[src/design/nlrs_pkg.sv]
`timescale 1ns / 1ps
`default_nettype none
package nlrs_pkg;

  localparam int OFS_W   = 40;
  localparam int CNT_W   = 7;
  localparam int IDX_W   = 6;
  localparam int BYTE_W  = 8;
  localparam int MAX_SEG = 64;
  localparam int DIV_CNT_W = $clog2(OFS_W + 1);

  localparam logic [BYTE_W-1:0] NEWLINE = BYTE_W'(10);

  // register indexes of the configuration port
  localparam logic REG_TOTAL_LEN = 1'b0;
  localparam logic REG_SEG_COUNT = 1'b1;

  typedef struct packed {
    logic take;        // latch a new byte
    logic div_start;   // first byte: start chunk division
    logic load_chunk;  // division finished, load chunk and first cut
    logic cut_nl;      // place boundary at the current position
    logic cut_end;     // place boundary at end of stream
    logic final_out;   // report the final range
  } cmd_t;

  typedef struct packed {
    logic first;       // no byte taken yet
    logic div_done;
    logic cut_nl_ok;
    logic end_reached;
    logic more;        // boundaries still open
    logic finished;
  } status_t;

endpackage
`default_nettype wire

[src/design/newline_aligned_range_splitter_core.sv]
`timescale 1ns / 1ps
`default_nettype none
// A byte with no result passes through the IDLE and CHECK states; the first byte also waits in DIV
// for the bit-serial chunk division (one quotient bit per cycle over 40 bits).
// A new byte is taken only back in IDLE; each result adds an EMIT state, stretched by out_stall.
// Results wait in an output register; no new byte is taken until they are all gone.
// Reset (rst, synchronous): stream length = 1, seg_count = 1, position and counts cleared.
module newline_aligned_range_splitter_core (
  input  wire logic                          clk,
  input  wire logic                          rst,
  input  wire logic                          cfg_we,
  input  wire logic                          cfg_index,
  input  wire logic [nlrs_pkg::OFS_W-1:0]    cfg_data,
  input  wire logic                          in_valid,
  output logic                               in_stall,
  input  wire logic [nlrs_pkg::BYTE_W-1:0]   data_byte,
  output logic                               out_valid,
  input  wire logic                          out_stall,
  output logic      [nlrs_pkg::IDX_W-1:0]    seg_index,
  output logic      [nlrs_pkg::OFS_W-1:0]    start_offset,
  output logic      [nlrs_pkg::OFS_W-1:0]    end_offset,
  output logic      [nlrs_pkg::OFS_W-1:0]    first_line,
  output logic                               last_seg
);

  nlrs_pkg::cmd_t    cmd;
  nlrs_pkg::status_t status;

  nlrs_ctrl u_ctrl (
    .clk       (clk),
    .rst       (rst),
    .in_valid  (in_valid),
    .in_stall  (in_stall),
    .out_valid (out_valid),
    .out_stall (out_stall),
    .status    (status),
    .cmd       (cmd)
  );

  nlrs_datapath u_dp (
    .clk          (clk),
    .rst          (rst),
    .cfg_we       (cfg_we),
    .cfg_index    (cfg_index),
    .cfg_data     (cfg_data),
    .data_byte    (data_byte),
    .cmd          (cmd),
    .status       (status),
    .seg_index    (seg_index),
    .start_offset (start_offset),
    .end_offset   (end_offset),
    .first_line   (first_line),
    .last_seg     (last_seg)
  );

endmodule
`default_nettype wire

[src/design/nlrs_div.sv]
`timescale 1ns / 1ps
`default_nettype none
// Restoring divider, one quotient bit per cycle.
module nlrs_div (
  input  wire logic                          clk,
  input  wire logic                          rst,
  input  wire logic                          start,
  input  wire logic [nlrs_pkg::OFS_W-1:0]    dividend,
  input  wire logic [nlrs_pkg::CNT_W-1:0]    divisor,
  output logic      [nlrs_pkg::OFS_W-1:0]    quotient,
  output logic                               done
);

  logic [nlrs_pkg::OFS_W-1:0]     quo;
  logic [nlrs_pkg::CNT_W-1:0]     rem;
  logic [nlrs_pkg::CNT_W-1:0]     dvs;
  logic [nlrs_pkg::DIV_CNT_W-1:0] cnt;
  logic [nlrs_pkg::CNT_W:0]       trial;
  logic                           fits;

  assign trial = {rem, quo[nlrs_pkg::OFS_W-1]};
  assign fits  = trial >= {1'b0, dvs};

  always_ff @(posedge clk) begin
    if (rst) begin
      cnt <= '0;
    end else if (start) begin
      cnt <= nlrs_pkg::DIV_CNT_W'(nlrs_pkg::OFS_W);
    end else if (cnt != '0) begin
      cnt <= cnt - 1'b1;
    end
  end

  always_ff @(posedge clk) begin
    if (start) begin
      quo <= dividend;
      rem <= '0;
      dvs <= divisor;
    end else if (cnt != '0) begin
      // remainder stays below divisor, so it fits in CNT_W bits
      rem <= fits ? nlrs_pkg::CNT_W'(trial - {1'b0, dvs}) : trial[nlrs_pkg::CNT_W-1:0];
      quo <= {quo[nlrs_pkg::OFS_W-2:0], fits};
    end
  end

  assign quotient = quo;
  assign done     = cnt == '0;

endmodule
`default_nettype wire

[src/design/nlrs_datapath.sv]
`timescale 1ns / 1ps
`default_nettype none
module nlrs_datapath (
  input  wire logic                          clk,
  input  wire logic                          rst,
  input  wire logic                          cfg_we,
  input  wire logic                          cfg_index,
  input  wire logic [nlrs_pkg::OFS_W-1:0]    cfg_data,
  input  wire logic [nlrs_pkg::BYTE_W-1:0]   data_byte,
  input  wire nlrs_pkg::cmd_t                cmd,
  output nlrs_pkg::status_t                  status,
  output logic      [nlrs_pkg::IDX_W-1:0]    seg_index,
  output logic      [nlrs_pkg::OFS_W-1:0]    start_offset,
  output logic      [nlrs_pkg::OFS_W-1:0]    end_offset,
  output logic      [nlrs_pkg::OFS_W-1:0]    first_line,
  output logic                               last_seg
);

  logic [nlrs_pkg::OFS_W-1:0] total_len;
  logic [nlrs_pkg::CNT_W-1:0] seg_count;

  logic [nlrs_pkg::OFS_W-1:0] byte_pos;
  logic [nlrs_pkg::OFS_W-1:0] lines_since_cut;
  logic [nlrs_pkg::CNT_W-1:0] next_cut;
  logic [nlrs_pkg::OFS_W-1:0] nominal_cut;
  logic [nlrs_pkg::OFS_W-1:0] range_start;
  logic [nlrs_pkg::OFS_W-1:0] range_line_base;
  logic                       finished;
  logic                       is_nl;

  logic [nlrs_pkg::OFS_W-1:0] size_eff;
  logic [nlrs_pkg::CNT_W-1:0] count_eff;
  logic [nlrs_pkg::OFS_W-1:0] quotient;
  logic                       div_done;
  logic                       more;
  logic                       placing;
  logic [nlrs_pkg::OFS_W-1:0] cut_pos;

  always_comb begin
    size_eff = (total_len == '0) ? nlrs_pkg::OFS_W'(1) : total_len;
    if (seg_count == '0) begin
      count_eff = nlrs_pkg::CNT_W'(1);
    end else if (seg_count > nlrs_pkg::CNT_W'(nlrs_pkg::MAX_SEG)) begin
      count_eff = nlrs_pkg::CNT_W'(nlrs_pkg::MAX_SEG);
    end else begin
      count_eff = seg_count;
    end
  end

  nlrs_div u_div (
    .clk      (clk),
    .rst      (rst),
    .start    (cmd.div_start),
    .dividend (size_eff),
    .divisor  (count_eff),
    .quotient (quotient),
    .done     (div_done)
  );

  assign more    = next_cut < count_eff;
  assign placing = cmd.cut_nl | cmd.cut_end;
  assign cut_pos = cmd.cut_nl ? byte_pos : size_eff;

  always_comb begin
    status.first       = byte_pos == '0;
    status.div_done    = div_done;
    status.cut_nl_ok   = is_nl && more && (byte_pos >= nominal_cut);
    status.end_reached = byte_pos >= size_eff;
    status.more        = more;
    status.finished    = finished;
  end

  always_ff @(posedge clk) begin
    if (rst) begin
      total_len <= nlrs_pkg::OFS_W'(1);
      seg_count <= nlrs_pkg::CNT_W'(1);
    end else if (cfg_we) begin
      unique case (cfg_index)
        nlrs_pkg::REG_TOTAL_LEN: total_len <= cfg_data;
        nlrs_pkg::REG_SEG_COUNT: seg_count <= cfg_data[nlrs_pkg::CNT_W-1:0];
        default: ;
      endcase
    end
  end

  always_ff @(posedge clk) begin
    if (rst) begin
      byte_pos        <= '0;
      lines_since_cut <= '0;
      next_cut        <= nlrs_pkg::CNT_W'(1);
      nominal_cut     <= nlrs_pkg::OFS_W'(1);
      range_start     <= '0;
      range_line_base <= '0;
      finished        <= 1'b0;
      is_nl           <= 1'b0;
    end else begin
      if (cmd.take) begin
        byte_pos <= byte_pos + 1'b1;
        is_nl    <= data_byte == nlrs_pkg::NEWLINE;
        if (data_byte == nlrs_pkg::NEWLINE) begin
          lines_since_cut <= lines_since_cut + 1'b1;
        end
      end
      if (cmd.load_chunk) begin
        nominal_cut <= quotient;
        next_cut    <= nlrs_pkg::CNT_W'(1);
      end
      if (placing) begin
        range_start     <= cut_pos;
        range_line_base <= range_line_base + lines_since_cut;
        lines_since_cut <= '0;
        next_cut        <= next_cut + 1'b1;
        nominal_cut     <= nominal_cut + quotient;
      end
      if (cmd.final_out) begin
        finished <= 1'b1;
      end
    end
  end

  // result register, held until taken
  always_ff @(posedge clk) begin
    if (placing || cmd.final_out) begin
      seg_index    <= placing ? nlrs_pkg::IDX_W'(next_cut - 1'b1)
                              : nlrs_pkg::IDX_W'(count_eff - 1'b1);
      start_offset <= range_start;
      end_offset   <= cut_pos;
      first_line   <= range_line_base;
      last_seg     <= cmd.final_out;
    end
  end

endmodule
`default_nettype wire

[src/design/nlrs_ctrl.sv]
`timescale 1ns / 1ps
`default_nettype none
module nlrs_ctrl (
  input  wire logic               clk,
  input  wire logic               rst,
  input  wire logic               in_valid,
  output logic                    in_stall,
  output logic                    out_valid,
  input  wire logic               out_stall,
  input  wire nlrs_pkg::status_t  status,
  output nlrs_pkg::cmd_t          cmd
);

  typedef enum logic [3:0] {
    S_IDLE  = 4'b0001,
    S_DIV   = 4'b0010,
    S_CHECK = 4'b0100,
    S_EMIT  = 4'b1000
  } state_t;

  state_t state, state_next;

  always_ff @(posedge clk) begin
    if (rst) begin
      state <= S_IDLE;
    end else begin
      state <= state_next;
    end
  end

  always_comb begin
    state_next = state;
    cmd        = '0;
    unique case (state)
      S_IDLE: begin
        // bytes past the end of the stream are taken and dropped
        if (in_valid && !status.finished) begin
          cmd.take      = 1'b1;
          cmd.div_start = status.first;
          state_next    = status.first ? S_DIV : S_CHECK;
        end
      end
      S_DIV: begin
        if (status.div_done) begin
          cmd.load_chunk = 1'b1;
          state_next     = S_CHECK;
        end
      end
      S_CHECK: begin
        if (status.cut_nl_ok) begin
          cmd.cut_nl = 1'b1;
          state_next = S_EMIT;
        end else if (status.end_reached) begin
          if (status.more) begin
            cmd.cut_end = 1'b1;
          end else begin
            cmd.final_out = 1'b1;
          end
          state_next = S_EMIT;
        end else begin
          state_next = S_IDLE;
        end
      end
      S_EMIT: begin
        if (!out_stall) begin
          state_next = status.finished ? S_IDLE : S_CHECK;
        end
      end
      default: state_next = S_IDLE;
    endcase
  end

  assign in_stall  = state != S_IDLE;
  assign out_valid = state == S_EMIT;

endmodule
`default_nettype wire

[config.mk]
export PLATFORM = sky130hd
export DESIGN_NAME = newline_aligned_range_splitter_core
export DESIGN_NICKNAME = d
export VERILOG_FILES = /design/src/design/nlrs_pkg.sv /design/src/design/newline_aligned_range_splitter_core.sv /design/src/design/nlrs_div.sv /design/src/design/nlrs_datapath.sv /design/src/design/nlrs_ctrl.sv
export SDC_FILE = /design/constraint.sdc
export NUM_CORES = 1
export LEC_CHECK = 0
export ABC_AREA = 1
export ABC_CLOCK_PERIOD_IN_PS = 14900
export BUFFER_PORTS_ARGS = -buffer_cell sky130_fd_sc_hd__buf_2
export CAP_MARGIN = 20
export CORE_MARGIN = 1.5
export CORE_UTILIZATION = 40
export CTS_BUF_LIST = sky130_fd_sc_hd__clkbuf_8
export CTS_CLUSTER_SIZE = 8
export DETAILED_ROUTE_END_ITERATION = 16
export GPL_ROUTABILITY_DRIVEN = 0
export PLACE_DENSITY_LB_ADDON = 0.12
export SYNTH_ARGS = -nofsm -noshare
export SYNTH_HDL_FRONTEND = slang
export SYNTH_SLANG_ARGS = --single-unit
[constraint.sdc]
create_clock -name clk -period 14.9 [get_ports clk]
set_clock_uncertainty 0.1 [all_clocks]
set_input_delay 0.745 -clock clk [delete_from_list [all_inputs] [get_ports clk]]
set_output_delay 0.745 -clock clk [all_outputs]
set_load 0.02 [all_outputs]
==> key figures <==
Status
  – Run status: finished, final reports clean

GRT
  – Largest net degree at the start of global routing: 92
  – GRT Total Usage: approximately 25%
  – Total grt overflow: 0
  – Initial antenna violation count: 7
  – First-pass GRT wire length: 123900 microns
  – Via count of the first global-routing pass: 21700

Synth
  – Synth Net Count: 3395
  – Share of the yosys chip area belonging to registers: 42.66%
  – Top cell type's share of synthesized area: 21.81%
  – Most common flop cell mapped by yosys: dfxtp_1
  – Post-Synthesis Cells: 3160
  – Post-synthesis cell area: 25060 sq um
  – Fraction of registers with async set or reset after synthesis: 0%
  – Number of unique standard cell types used by synthesis: 53
  – Seq cells post-synth: 447
  – Yosys synthesis warning count: 0
  – Post-synth EDFFs: 174
  – Biggest area consumer among synthesized cells: dfxtp_1
  – Cell types occupying the most area after synthesis: dfxtp_1 22%, edfxtp_1 21%, nand2_1 9.7%
  – Average cell area after synthesis: 7.929 sq um

Layout
  – Area growth from synthesis to layout: 13.60%
  – # fillers: 6207
  – Final design utilization: 46.04%
  – Share of final-layout standard cells stronger than drive strength 1: 10.40%
  – Nets: 3591

Critical path
  – Largest fanout on the critical path: 65
  – Cell with the largest stage delay on the worst path: buf_4
  – Class of the most critical setup path: register to register
  – Crit path cell chain: inv_1 > nand4_1 > nor4_1 > nand3_1 > o21bai_1 > ha_1 > nand2_1 > nor2_1 > nor2_1 > nand2_1 > nand2_1 > nand3_1 > nand2_1 > nand4_1 > nand3_2 > nand2_4 > inv_4 > nand2_4 > buf_4
  – WP data arrival: 5.98 ns
  – Cell family with the largest share of critical-path delay: simple AND/OR/NAND/NOR gates
  – Element type at the critical path end: register
  – Data required, critical path: 15.09 ns
  – Crit path buf inv count: 3
  – CP startpoint kind: register
  – Cell type with the highest occurrence count on the critical path: nand2_1
  – Highest cell delay on the worst timing path: 0.76 ns

Power and ir drop
  – Fraction of power spent switching nets: 33.23%
  – Final Power: 3418 uW
  – Net Sw Power: around 1100 uW
  – Internal Power: 2282 uW
  – Power per standard cell area: approximately 120 nW/um^2
  – Fraction of power consumed by the clock network: between 30% and 40%
  – Combinational share of power: 21.2%
  – Leakage power summed over all cells: 0.01170 uW
  – Worst supply voltage drop on vdd: 0.00009172 V
  – Sequential fraction of design power: 43.9%

Floorplan
  – Standard cell core area: slightly above 60000 sq um
  – Die span in x: approximately 250 microns
  – I/O pin count: between 150 and 200
  – Placement row count: 91
  – Initial standard-cell utilization of the core: 40.53%
  – Die Span Y: 253.3 microns
  – Area of the die: 64150 sq um

Drt
  – Antenna-violating nets left: 0
  – Via count: 22770
  – Post-Route WL: 81190 microns
  – DRC Markers: 0
  – Wire length per cell after detailed routing: around 19 microns
  – Via-per-instance ratio: 5.341
  – 1st-iter DRT viols: 1746
  – Detailed-routing iteration count for the pre-antenna-repair pass: 5

Clocking
  – Count of hold-fix buffers inserted at cts: 0
  – Cts repair resizes: 0
  – Total CTS buffers: 81
  – TritonCTS clock tree: built
  – Maximum buffer depth of the clock tree: 3
  – CTS clk-pin slew, worst paths: about 0.060 ns
  – Clock latency at the later pin of the worst-skew pair: 0.68 ns
  – Maximum level of the CTS H-tree: 3
  – Setup Buffers After CTS: 0
  – TritonCTS Sinks: 447
  – Root buffer cell: clkbuf_8

Timing
  – Worst Max-Slew Pin Slew: about 1.0 ns
  – Final-report max-slew violation count: 0
  – Final-report setup violation count: 0
  – RSZ-0062 raised after global routing: false
  – Worst slew margin relative to its limit: between 30% and 40%
  – Peak Freq: ~170 MHz
  – Number of hold violations in the final report: 0
  – Post-layout min period: ~5.8 ns
  – Final worst slack: 9.115 ns
  – Accumulated negative setup slack: 0 ns
  – Final period util: 38.83%

Job
  – Max-cap viol count: 0

Place
  – Post-detail-place hpwl: 61060 microns
  – Buffers added on ports: about 180
  – Placement Setup Slack: 9.190 ns

Min path
  – Class of the most critical hold timing path: input port to register
synthesized netlist by cell type, drive strengths merged (16+ instances only):
library cell	instances
nand2	656
inv	390
o21ai	316
nor2	290
dfxtp	273
a21oi	260
ha	178
edfxtp	174
nand3	98
xor2	81
nor3	67
clkbuf	59
nand4	51
a22o	40
nor4	40
xnor2	38
a31oi	29
buf	23
o21bai	17
a21o	16
worst register-to-register path, delay by kind of cell, from the launching register on:
kind	cells	cell delay [ns]
flip-flops	1	0.31
AND/OR/NAND/NOR	14	3.00
AO/OA/AOI/OAI	1	0.29
buffers and inverters	3	1.45
adder cells (fa/ha/maj)	1	0.17
power groups by stage:
stage / clock network [uW] / registers (uW) / logic [uW]
after floorplan: 0 / 1480 / 518
after global placement: 0 / 1520 / 706
after detailed placement: 0 / 1520 / 711
after CTS: 1230 / 1500 / 717
after global routing: 1270 / 1510 / 814
final: 1190 / 1500 / 723
final timing paths:
| kind | startpoint | end | slack [ns] | depth (start not counted) |
|---|---|---|---|---|
| hold / removal | cfg_data[31] | u_dp.total_len[31]$_SDFFE_PP0P_ | 0.25 | 3 |
| setup reg to reg | u_dp.total_len[14]$_SDFFE_PP0P_ | u_dp.end_offset[30]$_DFFE_PP_ | 9.11 | 19 |
| setup / recovery | u_dp.total_len[14]$_SDFFE_PP0P_ | u_dp.end_offset[30]$_DFFE_PP_ | 9.11 | 19 |
| hold reg to reg | u_dp.range_start[14]$_SDFFE_PP0N_ | u_dp.start_offset[14]$_DFFE_PP_ | 0.33 | 0 |
through the flow:
| step | instance area [sq um] | hold slack, ns | std cells |
|---|---|---|---|
| after floorplan | 25060 | 0.3086 | 3160 |
| after global placement | 26770 | 0.3195 | 4109 |
| after detailed placement | 26770 | 0.3133 | 4109 |
| after CTS | 28430 | 0.1868 | 4260 |
| after global routing | 28460 | 0.2297 | 4263 |
| final | 28460 | 0.2458 | 4263 |
cell type report:
cell class              count  area [sq um]  share of cell area, %
inverters                 392          1474                  5.178
well taps                 837          1047                  3.679
clock inverters            58         380.4                  1.336
flip-flops and latches    447         10690                  37.56
multi-input cells        2239         12560                  44.12
diodes                      2         5.005                0.01758
clock buffers              93          1280                  4.497
repair buffers            195          1028                  3.613
metal layers:
layer / wire length [microns] / vias to the layer above / track usage [%]
met3: 6230 / 117 / 4.667
met5: 46 / - / 0
met2: 33170 / 766 / 35.75
li1: - / 11090 / -
met1: 39940 / 10790 / 37.65
met4: 1801 / 8 / 7.408
layout by cell type (no fill, tap or decap), drive strengths merged, types with 3 or more instances in the layout:
cell type / n
a211oi: 6
a21boi: 6
a21o: 16
a21oi: 260
a22o: 40
a31oi: 29
and3: 6
buf: 195
bufinv: 4
clkbuf: 93
clkinv: 17
dfxtp: 273
edfxtp: 174
fa: 3
ha: 178
inv: 427
nand2: 656
nand3: 98
nand3b: 3
nand4: 51
nor2: 290
nor3: 67
nor3b: 6
nor4: 40
o21a: 12
o21ai: 316
o21bai: 17
o31ai: 3
or2: 4
xnor2: 38
xor2: 81
registers in the layout (all words and copies together), names as in the netlist, 40 cells and up:
| name | flops |
|---|---|
| u_dp.end_offset | 40 |
| u_dp.range_start | 40 |
| u_dp.start_offset | 40 |
| u_dp.range_line_base | 40 |
| u_dp.lines_since_cut | 40 |
| u_dp.u_div.quotient | 40 |
| u_dp.total_len | 40 |
| u_dp.first_line | 40 |
| u_dp.nominal_cut | 40 |
| u_dp.byte_pos | 40 |
logic make-up (layout without fill, tap and decap cells):
kind of cell,Yosys count,after routing,synth area share (%)
other,0,2,0
flip-flops,447,447,42.66
XOR/XNOR,119,119,4.160
buffers and inverters,474,738,7.266
AND/OR/NAND/NOR,1223,1223,20.99
AO/OA/AOI/OAI,716,716,15.79
adder cells (fa/ha/maj),181,181,9.128
No activity file was read; power rests on OpenSTA's default activity.
